[config.mk]
export PLATFORM = sky130hd
export DESIGN_NAME = top_k_index_select_core
export DESIGN_NICKNAME = d
export VERILOG_FILES = /design/src/rtl/core/tki_pkg.sv /design/src/rtl/core/tki_cell.sv /design/src/rtl/core/top_k_index_select_core.sv
export SDC_FILE = /design/constraint.sdc
export NUM_CORES = 2
export LEC_CHECK = 0
export BUFFER_PORTS_ARGS = -buffer_cell sky130_fd_sc_hd__buf_2
export CAP_MARGIN = 0
export CORE_ASPECT_RATIO = 0.5
export CORE_MARGIN = 4
export CORE_UTILIZATION = 60
export DETAILED_ROUTE_END_ITERATION = 7
export PLACE_DENSITY = 0.76
export SYNTH_ARGS = -nofsm -noshare
export SYNTH_HDL_FRONTEND = slang
export SYNTH_SLANG_ARGS = --single-unit
[constraint.sdc]
create_clock -name clock -period 7.65 [get_ports clock]
set_input_delay 0.765 -clock clock [delete_from_list [all_inputs] [get_ports clock]]
set_output_delay 0.765 -clock clock [all_outputs]
set_load 0.005 [all_outputs]
[src/rtl/core/tki_pkg.sv]
// Shared types and constants for the top-k index selector.
// Used by tki_cell and top_k_index_select_core; depends on nothing.
`timescale 1ns / 1ps

package tki_pkg;

   // Fixed field widths
   localparam int SAMPLE_W    = 32;
   localparam int IDX_W       = 10;
   localparam int KEEP_W      = 5;
   localparam int REQ_TDATA_W = 32;
   localparam int RSP_TDATA_W = 16;
   localparam int CSR_ADDR_W  = 2;
   localparam int CSR_DATA_W  = 5;

   // Default sizing
   localparam int DEF_MAX_K = 16;
   localparam int DEF_MAX_N = 1024;

   // Register indexes
   localparam logic [CSR_ADDR_W-1:0] CSR_KEEP_COUNT     = 2'd0;
   localparam logic [CSR_ADDR_W-1:0] CSR_SELECT_LARGEST = 2'd1;
   localparam logic [CSR_ADDR_W-1:0] CSR_ORDER_BY_VALUE = 2'd2;

   // Register reset values
   localparam logic [KEEP_W-1:0] KEEP_COUNT_RST = 5'd1;

   // Block phases
   typedef enum logic [1:0] {
      PH_COLLECT,
      PH_TRIM,
      PH_SORT,
      PH_EMIT
   } phase_type;

   // What every cell does this cycle
   typedef enum logic [2:0] {
      CMD_HOLD,
      CMD_INSERT,
      CMD_TRIM,
      CMD_SORT_EVEN,
      CMD_SORT_ODD,
      CMD_SHIFT_OUT
   } cell_cmd_type;

   typedef struct packed {
      cell_cmd_type cmd;
      logic         select_largest;
   } cell_ctl_type;

   // Contents of one cell
   typedef struct packed {
      logic                       valid;
      logic signed [SAMPLE_W-1:0] value;
      logic [IDX_W-1:0]           index;
   } cell_type;

   localparam cell_type CELL_EMPTY = '{valid: 1'b0, value: '0, index: '0};

   // Sort key: empty cells order after every valid one
   function automatic logic [IDX_W:0] sort_key(input cell_type c);
      sort_key = {~c.valid, c.index};
   endfunction

endpackage

[src/rtl/core/tki_cell.sv]
// One cell of the selection chain: holds a value/index pair and trades it
// with its neighbours for insertion, trimming, index sorting and shift-out.
// Depends on tki_pkg.
`timescale 1ns / 1ps

module tki_cell
   import tki_pkg::*;
#(
   parameter int MAX_K = DEF_MAX_K,
   parameter int POS   = 0,
   parameter int KW    = $clog2(MAX_K + 1)
) (
   input  logic                       clock,
   input  logic                       reset,
   input  cell_ctl_type               ctl_i,
   input  logic [KW-1:0]              keep_i,
   input  logic signed [SAMPLE_W-1:0] new_value_i,
   input  logic [IDX_W-1:0]           new_index_i,
   input  cell_type                   left_i,
   input  cell_type                   right_i,
   input  logic                       claim_i,
   output logic                       claim_o,
   output cell_type                   cell_o
);

   localparam logic IS_FIRST = (POS == 0);
   localparam logic IS_LAST  = (POS == MAX_K - 1);
   localparam logic POS_ODD  = ((POS % 2) == 1);

   cell_type cell_ff, cell_in;
   logic     better;
   logic     take;
   logic     is_low;
   logic     has_partner;
   logic     swap;

   // Newcomer strictly beats this cell
   always_comb begin
      if (ctl_i.select_largest) begin
         better = new_value_i > cell_ff.value;
      end else begin
         better = new_value_i < cell_ff.value;
      end
   end

   assign take    = ~cell_ff.valid | better;
   assign claim_o = claim_i | take;

   // Odd-even transposition pairing on the index key
   assign is_low      = (POS_ODD == (ctl_i.cmd == CMD_SORT_ODD));
   assign has_partner = is_low ? ~IS_LAST : ~IS_FIRST;
   assign swap        = is_low ? (sort_key(cell_ff) > sort_key(right_i))
                               : (sort_key(left_i) > sort_key(cell_ff));

   // Next cell contents
   always_comb begin
      cell_in = cell_ff;
      case (ctl_i.cmd)
         CMD_INSERT: begin
            if (claim_i) begin
               cell_in = left_i;
            end else if (take) begin
               cell_in.valid = 1'b1;
               cell_in.value = new_value_i;
               cell_in.index = new_index_i;
            end
         end
         CMD_TRIM: begin
            cell_in.valid = cell_ff.valid & (KW'(POS) < keep_i);
         end
         CMD_SORT_EVEN, CMD_SORT_ODD: begin
            if (has_partner && swap) begin
               cell_in = is_low ? right_i : left_i;
            end
         end
         CMD_SHIFT_OUT: begin
            cell_in = right_i;
         end
         default: begin
            cell_in = cell_ff;
         end
      endcase
   end

   always_ff @(posedge clock) begin
      if (reset) begin
         cell_ff.valid <= 1'b0;
      end else begin
         cell_ff <= cell_in;
      end
   end

   assign cell_o = cell_ff;

endmodule

[src/rtl/core/top_k_index_select_core.sv]
// Top level of the top-k index selector: register port, phase control
// and the chain of tki_cell instances. Depends on tki_pkg and tki_cell.
`timescale 1ns / 1ps

// Samples stream in on req_* at one beat per cycle and are kept, best
// first, in a chain of MAX_K cells; each beat is an insertion that shifts
// the weaker tail down by one cell. Ties keep the earlier sample. The beat
// with tlast set closes the vector: req_tready then drops for the trim
// step, MAX_K odd-even sort passes when ascending index order is chosen
// (none in value order), the emitted beats (one per cycle while rsp_tready
// is high, min(k, kept) of them) and a closing step. Samples past position
// MAX_N-1 are dropped but their tlast still closes the vector.

module top_k_index_select_core
   import tki_pkg::*;
#(
   parameter int MAX_K = DEF_MAX_K,
   parameter int MAX_N = DEF_MAX_N
) (
   input  logic                   clock,
   input  logic                   reset,
   // Sample stream
   input  logic                   req_tvalid,
   output logic                   req_tready,
   input  logic [REQ_TDATA_W-1:0] req_tdata,   // [31:0] sample_value
   input  logic                   req_tlast,   // end_of_vector
   // Index stream
   output logic                   rsp_tvalid,
   input  logic                   rsp_tready,
   output logic [RSP_TDATA_W-1:0] rsp_tdata,   // [9:0] chosen_index, rest zero
   output logic                   rsp_tlast,   // last_chosen
   // Register writes
   input  logic                   csr_we,
   input  logic [CSR_ADDR_W-1:0]  csr_addr,
   input  logic [CSR_DATA_W-1:0]  csr_wdata
);

   localparam int KW     = $clog2(MAX_K + 1);
   localparam int CMPW   = (KW > KEEP_W) ? KW : KEEP_W;
   localparam int SEEN_W = $clog2(MAX_N + 1);
   localparam int SCW    = (MAX_K > 1) ? $clog2(MAX_K) : 1;

   // Configuration registers
   logic [KEEP_W-1:0] keep_count_ff;
   logic              select_largest_ff;
   logic              order_by_value_ff;

   always_ff @(posedge clock) begin
      if (reset) begin
         keep_count_ff     <= KEEP_COUNT_RST;
         select_largest_ff <= 1'b1;
         order_by_value_ff <= 1'b0;
      end else if (csr_we) begin
         case (csr_addr)
            CSR_KEEP_COUNT:     keep_count_ff     <= csr_wdata;
            CSR_SELECT_LARGEST: select_largest_ff <= csr_wdata[0];
            CSR_ORDER_BY_VALUE: order_by_value_ff <= csr_wdata[0];
            default: begin
            end
         endcase
      end
   end

   // k saturated to the chain length
   logic [KW-1:0] keep_eff;
   assign keep_eff = (CMPW'(keep_count_ff) > CMPW'(MAX_K)) ? KW'(MAX_K)
                                                          : KW'(keep_count_ff);

   // Phase, sample counter and sort pass counter
   phase_type          phase_ff, phase_in;
   logic [SEEN_W-1:0]  seen_ff, seen_in;
   logic [SCW-1:0]     pass_ff, pass_in;
   logic               req_beat;
   logic               rsp_beat;
   logic               room;
   cell_type           cell_q [MAX_K];
   logic [MAX_K:0]     claim;
   logic [MAX_K-1:0]   valid_vec;
   cell_ctl_type       ctl;

   assign req_beat = req_tvalid & req_tready;
   assign rsp_beat = rsp_tvalid & rsp_tready;
   assign room     = seen_ff < SEEN_W'(MAX_N);

   // Next phase
   always_comb begin
      phase_in = phase_ff;
      case (phase_ff)
         PH_COLLECT: begin
            if (req_beat && req_tlast) begin
               phase_in = PH_TRIM;
            end
         end
         PH_TRIM: begin
            phase_in = order_by_value_ff ? PH_EMIT : PH_SORT;
         end
         PH_SORT: begin
            if (pass_ff == SCW'(MAX_K - 1)) begin
               phase_in = PH_EMIT;
            end
         end
         PH_EMIT: begin
            if (!cell_q[0].valid) begin
               phase_in = PH_COLLECT;
            end
         end
         default: begin
            phase_in = PH_COLLECT;
         end
      endcase
   end

   // Phase outputs: handshakes, cell command and counters
   always_comb begin
      req_tready         = 1'b0;
      rsp_tvalid         = 1'b0;
      ctl.cmd            = CMD_HOLD;
      ctl.select_largest = select_largest_ff;
      seen_in            = seen_ff;
      pass_in            = '0;
      case (phase_ff)
         PH_COLLECT: begin
            req_tready = 1'b1;
            if (req_beat && room) begin
               ctl.cmd = CMD_INSERT;
               seen_in = seen_ff + 1'b1;
            end
         end
         PH_TRIM: begin
            ctl.cmd = CMD_TRIM;
         end
         PH_SORT: begin
            ctl.cmd = pass_ff[0] ? CMD_SORT_ODD : CMD_SORT_EVEN;
            pass_in = pass_ff + 1'b1;
         end
         PH_EMIT: begin
            rsp_tvalid = cell_q[0].valid;
            if (rsp_beat) begin
               ctl.cmd = CMD_SHIFT_OUT;
            end
            if (!cell_q[0].valid) begin
               seen_in = '0;
            end
         end
         default: begin
            ctl.cmd = CMD_HOLD;
         end
      endcase
   end

   always_ff @(posedge clock) begin
      if (reset) begin
         phase_ff <= PH_COLLECT;
         seen_ff  <= '0;
         pass_ff  <= '0;
      end else begin
         phase_ff <= phase_in;
         seen_ff  <= seen_in;
         pass_ff  <= pass_in;
      end
   end

   // Cell chain
   assign claim[0] = 1'b0;

   for (genvar p = 0; p < MAX_K; p++) begin : g_cell
      cell_type left_c, right_c;
      if (p == 0) begin : g_head
         assign left_c = CELL_EMPTY;
      end else begin : g_mid_l
         assign left_c = cell_q[p-1];
      end
      if (p == MAX_K - 1) begin : g_tail
         assign right_c = CELL_EMPTY;
      end else begin : g_mid_r
         assign right_c = cell_q[p+1];
      end

      tki_cell #(
         .MAX_K (MAX_K),
         .POS   (p),
         .KW    (KW)
      ) u_cell (
         .clock       (clock),
         .reset       (reset),
         .ctl_i       (ctl),
         .keep_i      (keep_eff),
         .new_value_i ($signed(req_tdata[SAMPLE_W-1:0])),
         .new_index_i (IDX_W'(seen_ff)),
         .left_i      (left_c),
         .right_i     (right_c),
         .claim_i     (claim[p]),
         .claim_o     (claim[p+1]),
         .cell_o      (cell_q[p])
      );

      assign valid_vec[p] = cell_q[p].valid;
   end

   // Result beat comes straight from the head cell
   assign rsp_tdata = RSP_TDATA_W'(cell_q[0].index);

   if (MAX_K > 1) begin : g_last_multi
      assign rsp_tlast = ~cell_q[1].valid;
   end else begin : g_last_single
      assign rsp_tlast = 1'b1;
   end

   // Checks
   a_no_overlap: assert property (@(posedge clock) disable iff (reset)
      req_tready |-> !rsp_tvalid)
      else $error("sample and index channels active together");

   a_valid_prefix: assert property (@(posedge clock) disable iff (reset)
      ((valid_vec + 1'b1) & valid_vec) == '0)
      else $error("occupied cells are not a contiguous prefix");

   a_run_ends: assert property (@(posedge clock) disable iff (reset)
      (rsp_tvalid && rsp_tready && rsp_tlast) |=> !rsp_tvalid)
      else $error("index beat follows the end of a run");

   a_seen_bound: assert property (@(posedge clock) disable iff (reset)
      seen_ff <= SEEN_W'(MAX_N))
      else $error("sample counter past its limit");

endmodule
==> impl_metrics.py <==
metrics = {
    "power_and_ir_drop": {
        "powerDensity_nw_per_um2": 400,
        "intPower_mw": 12.2,
        "ir_drop_v": 0.000250,
        "leakagePower_nw": 24.4,
        "p_sw_share_pct": 45.2,
        "seq_power_share_pct": 35.5,
        "switchingPower_mw": 10.1,
        "pwr-share-comb_pct": 47.7,
        "clkPwrFrac_pct": 16.8,
    },
    "clock_network": {
        "ctsLongestPathBuffers": 3,
        "clk_pin_slew_ns": 0.07,
        "root_buffer": "clkbuf_16",
        "ctsResizeCount": 0,
        "cts_setup_buffers": 0,
        "cts_buffers": 71,
        "cts_tree": "built",
        "cts_sinks": 712,
        "clock_latency_ns": 0.69,
        "ctsHoldBuffers": 0,
        "htreeDepth": 3,
    },
    "detailed_routing": {
        "wl_met2_um": 85000,
        "m1WireLength_um": 81800,
        "drc": 11,
        "num_vias": 48100,
        "dr.pass1.iters": 8,
        "dr_wl_met3_um": 45500,
        "detail_route.vias_per_cell": 7.49,
        "drt-total-wl_um": 225000,
        "drt_iter0_drc": 8877,
        "routed.top_layer": "met5",
        "avgRoutedWirePerCell_um": 35.1,
        "ant_nets": 0,
    },
    "global_route": {
        "antenna_found_initial": 14,
        "grt_pass1_vias": 45200,
        "grt_pass1_wl_um": 316000,
        "overflow": 0,
        "grt_usage_pct": 48.0,
        "grt_max_degree": 80,
    },
    "min_path": {
        "hold_path_class": "in -> reg",
    },
    "floorplan": {
        "dieArea_um2": 90500,
        "core_region_area_um2": 84300,
        "io_pins": 64,
        "fp-row-count": 75,
        "start_util_pct": 60.8,
        "chipWidth_um": 421,
        "die_height_um": 215,
    },
    "layout": {
        "nets": 5970,
        "final_common_cell": "inv_1",
        "nFillCells": 6701,
        "areaGrowthSynthToFinish_pct": 8.69,
        "drive_gt1_share_pct": 7.47,
        "post-route-util_pct": 66.1,
        "layout_common_cells": "800 x inv_1, 683 x ha_1, 672 x edfxtp_1, 414 x nor2_1, 385 x a221o_1",
    },
    "synthesis": {
        "yosysSeqAreaShare_pct": 40.9,
        "synth.cell_area_um2": 51300,
        "syn_avg_cell_area_um2": 9.76,
        "yosysWarnings": 0,
        "synth_top_cell_by_area": "edfxtp_1",
        "syn_inst": 5253,
        "synth_top_flop_cell": "edfxtp_1",
        "synthArstFlopShare_pct": 0,
        "synth_top_area_share_pct": 39.4,
        "synth-seq-cells": 712,
        "synthDistinctLibCells": 82,
        "synth_edf_count": 672,
        "synth_area_leaders": "edfxtp_1 39%, ha_1 17%, a221o_1 7.5%",
    },
    "setup_path": {
        "path_class": "reg -> reg",
        "cp.required_ns": 8.07,
        "critPathLaunchType": "flip-flop",
        "crit_fanout": 27,
        "arrival_ns": 6.62,
        "end_kind": "flip-flop",
    },
    "sta": {
        "whs_ns": 0.345,
        "fin_crit_ns": 6.21,
        "fmax_ghz": 0.161,
        "setup_violations": 0,
        "worstMarginPinSlew_ns": 1.43,
        "drv_slew": 0,
        "clock_skew_ns": 0.0288,
        "worst_slack_ns": 1.44,
        "tns_ns": 0,
        "hold_viol": 0,
        "period_share_pct": 81.2,
        "relSlewSlack_pct": 4.10,
        "rsz0062_at_grt": "no",
    },
    "run_status": {
        "violations": "design-rule violations",
        "status": "complete, but fails checks",
    },
    "placed_design": {
        "place_hpwl_um": 161000,
        "preCtsSetupSlack_ns": 1.13,
        "io_buffers": 57,
        "gp_congestion": 1.10,
    },
    "run": {
        "maxCapViolCount": 0,
    },
}
==> worst paths after layout <==
path | start | end | slack [ns] | cells after the start
max reg2reg | g_cell[2].u_cell.cell_o[41] | g_cell[5].u_cell.cell_o[32] | 1.44 | 16
min | csr_wdata[4] | keep_count_ff[4] | 0.35 | 3
max | g_cell[2].u_cell.cell_o[41] | g_cell[5].u_cell.cell_o[32] | 1.44 | 16
min reg2reg | seen_ff[10] | seen_ff[10] | 0.52 | 2
==> sequential cells by signal, summed over array words and instances (netlist names) <==
register,flops
phase_ff,2
select_largest_ff,1
seen_ff,11
pass_ff,4
order_by_value_ff,1
g_cell.u_cell.cell_o,688
keep_count_ff,5
==> layer usage <==
layer  global-route usage (%)  vias to the layer above
met5                        0                        -
met4                     22.6                       14
met3                     27.2                      798
met2                     63.0                     4462
met1                     63.1                    23000
li1                         -                    19800
==> worst max-delay path: stages (launching register included) <==
cell and delay, ns:
edfxtp_1 0.36, inv_1 0.14, ha_1 0.50, nand4_1 0.24
nor4_1 0.58, and3_1 0.76, o41ai_2 0.18, buf_4 0.23
a22oi_1 0.19, mux2i_1 0.47, inv_1 0.18, nand4_1 0.20
buf_4 0.28, a21o_2 0.76, buf_4 0.45, nor3_1 0.08
a221o_1 0.31
==> cell type report <==
cell class              instances  area [um2]  share of cell area [%]
diodes                          9        22.5                  0.0404
well taps                    1116        1400                    2.51
multi-input cells            3448       26400                    47.3
flip-flops and latches        712       21000                    37.7
inverters                     801        3010                    5.40
clock inverters                32         264                   0.474
clock buffers                  99        2090                    3.75
repair buffers                208        1590                    2.86
==> synth_stat cells, types with 18 or more instances <==
cell      instances
and2_1           26
nand2b_1         31
a21oi_1         206
a222oi_1         80
a31oi_1          21
a22o_1           43
a21o_1           71
a211oi_1         39
o21a_1           68
a22oi_1          74
dfxtp_1          40
o22ai_1          21
nand4_1         126
nor2_1          429
nand3_1          81
inv_1           800
a221o_1         385
o21ai_0         164
edfxtp_1        672
nand2_1         349
nor3_1          143
o211ai_1         35
mux2i_1          18
and3_1           30
o221ai_1         65
ha_1            683
nor2b_1          38
buf_4            18
clkbuf_1        227
buf_2            36
==> stage by stage <==
stage / cells / power, mW / cell area (um2)
3_5_place_dp: 6285 / 17.8 / 53300
4_1_cts: 6416 / 21.5 / 55700
3_3_place_gp: 6283 / 17.5 / 53300
6_report: 6425 / 22.3 / 55700
5_1_grt: 6417 / 23.1 / 55700
2_1_floorplan: 5258 / 13.7 / 51300
==> logic make-up (layout without fill, tap and decap cells) <==
family / count (synthesis) / count (layout) / share of synthesized area (%)
AOI/OAI and AO/OA: 1395 / 1395 / 21.3
xor gates and xnor gates: 9 / 9 / 0.154
adders and majority gates: 683 / 683 / 16.7
buffers and inverters: 1098 / 1140 / 8.36
DFF: 712 / 712 / 40.9
muxes: 23 / 23 / 0.461
other: 1 / 15 / 0.00731
and+or+nand+nor: 1332 / 1332 / 12.1
==> power groups by stage <==
stage	sequential [mW]	combinational [mW]	clock [mW]
after global placement	7.83	9.69	0
after global routing	7.97	11.2	3.87
final	7.91	10.6	3.74
after CTS	7.79	10.0	3.69
after detailed placement	7.86	9.98	0
after floorplan	7.37	6.32	0
(Power assumes the default switching activity.)
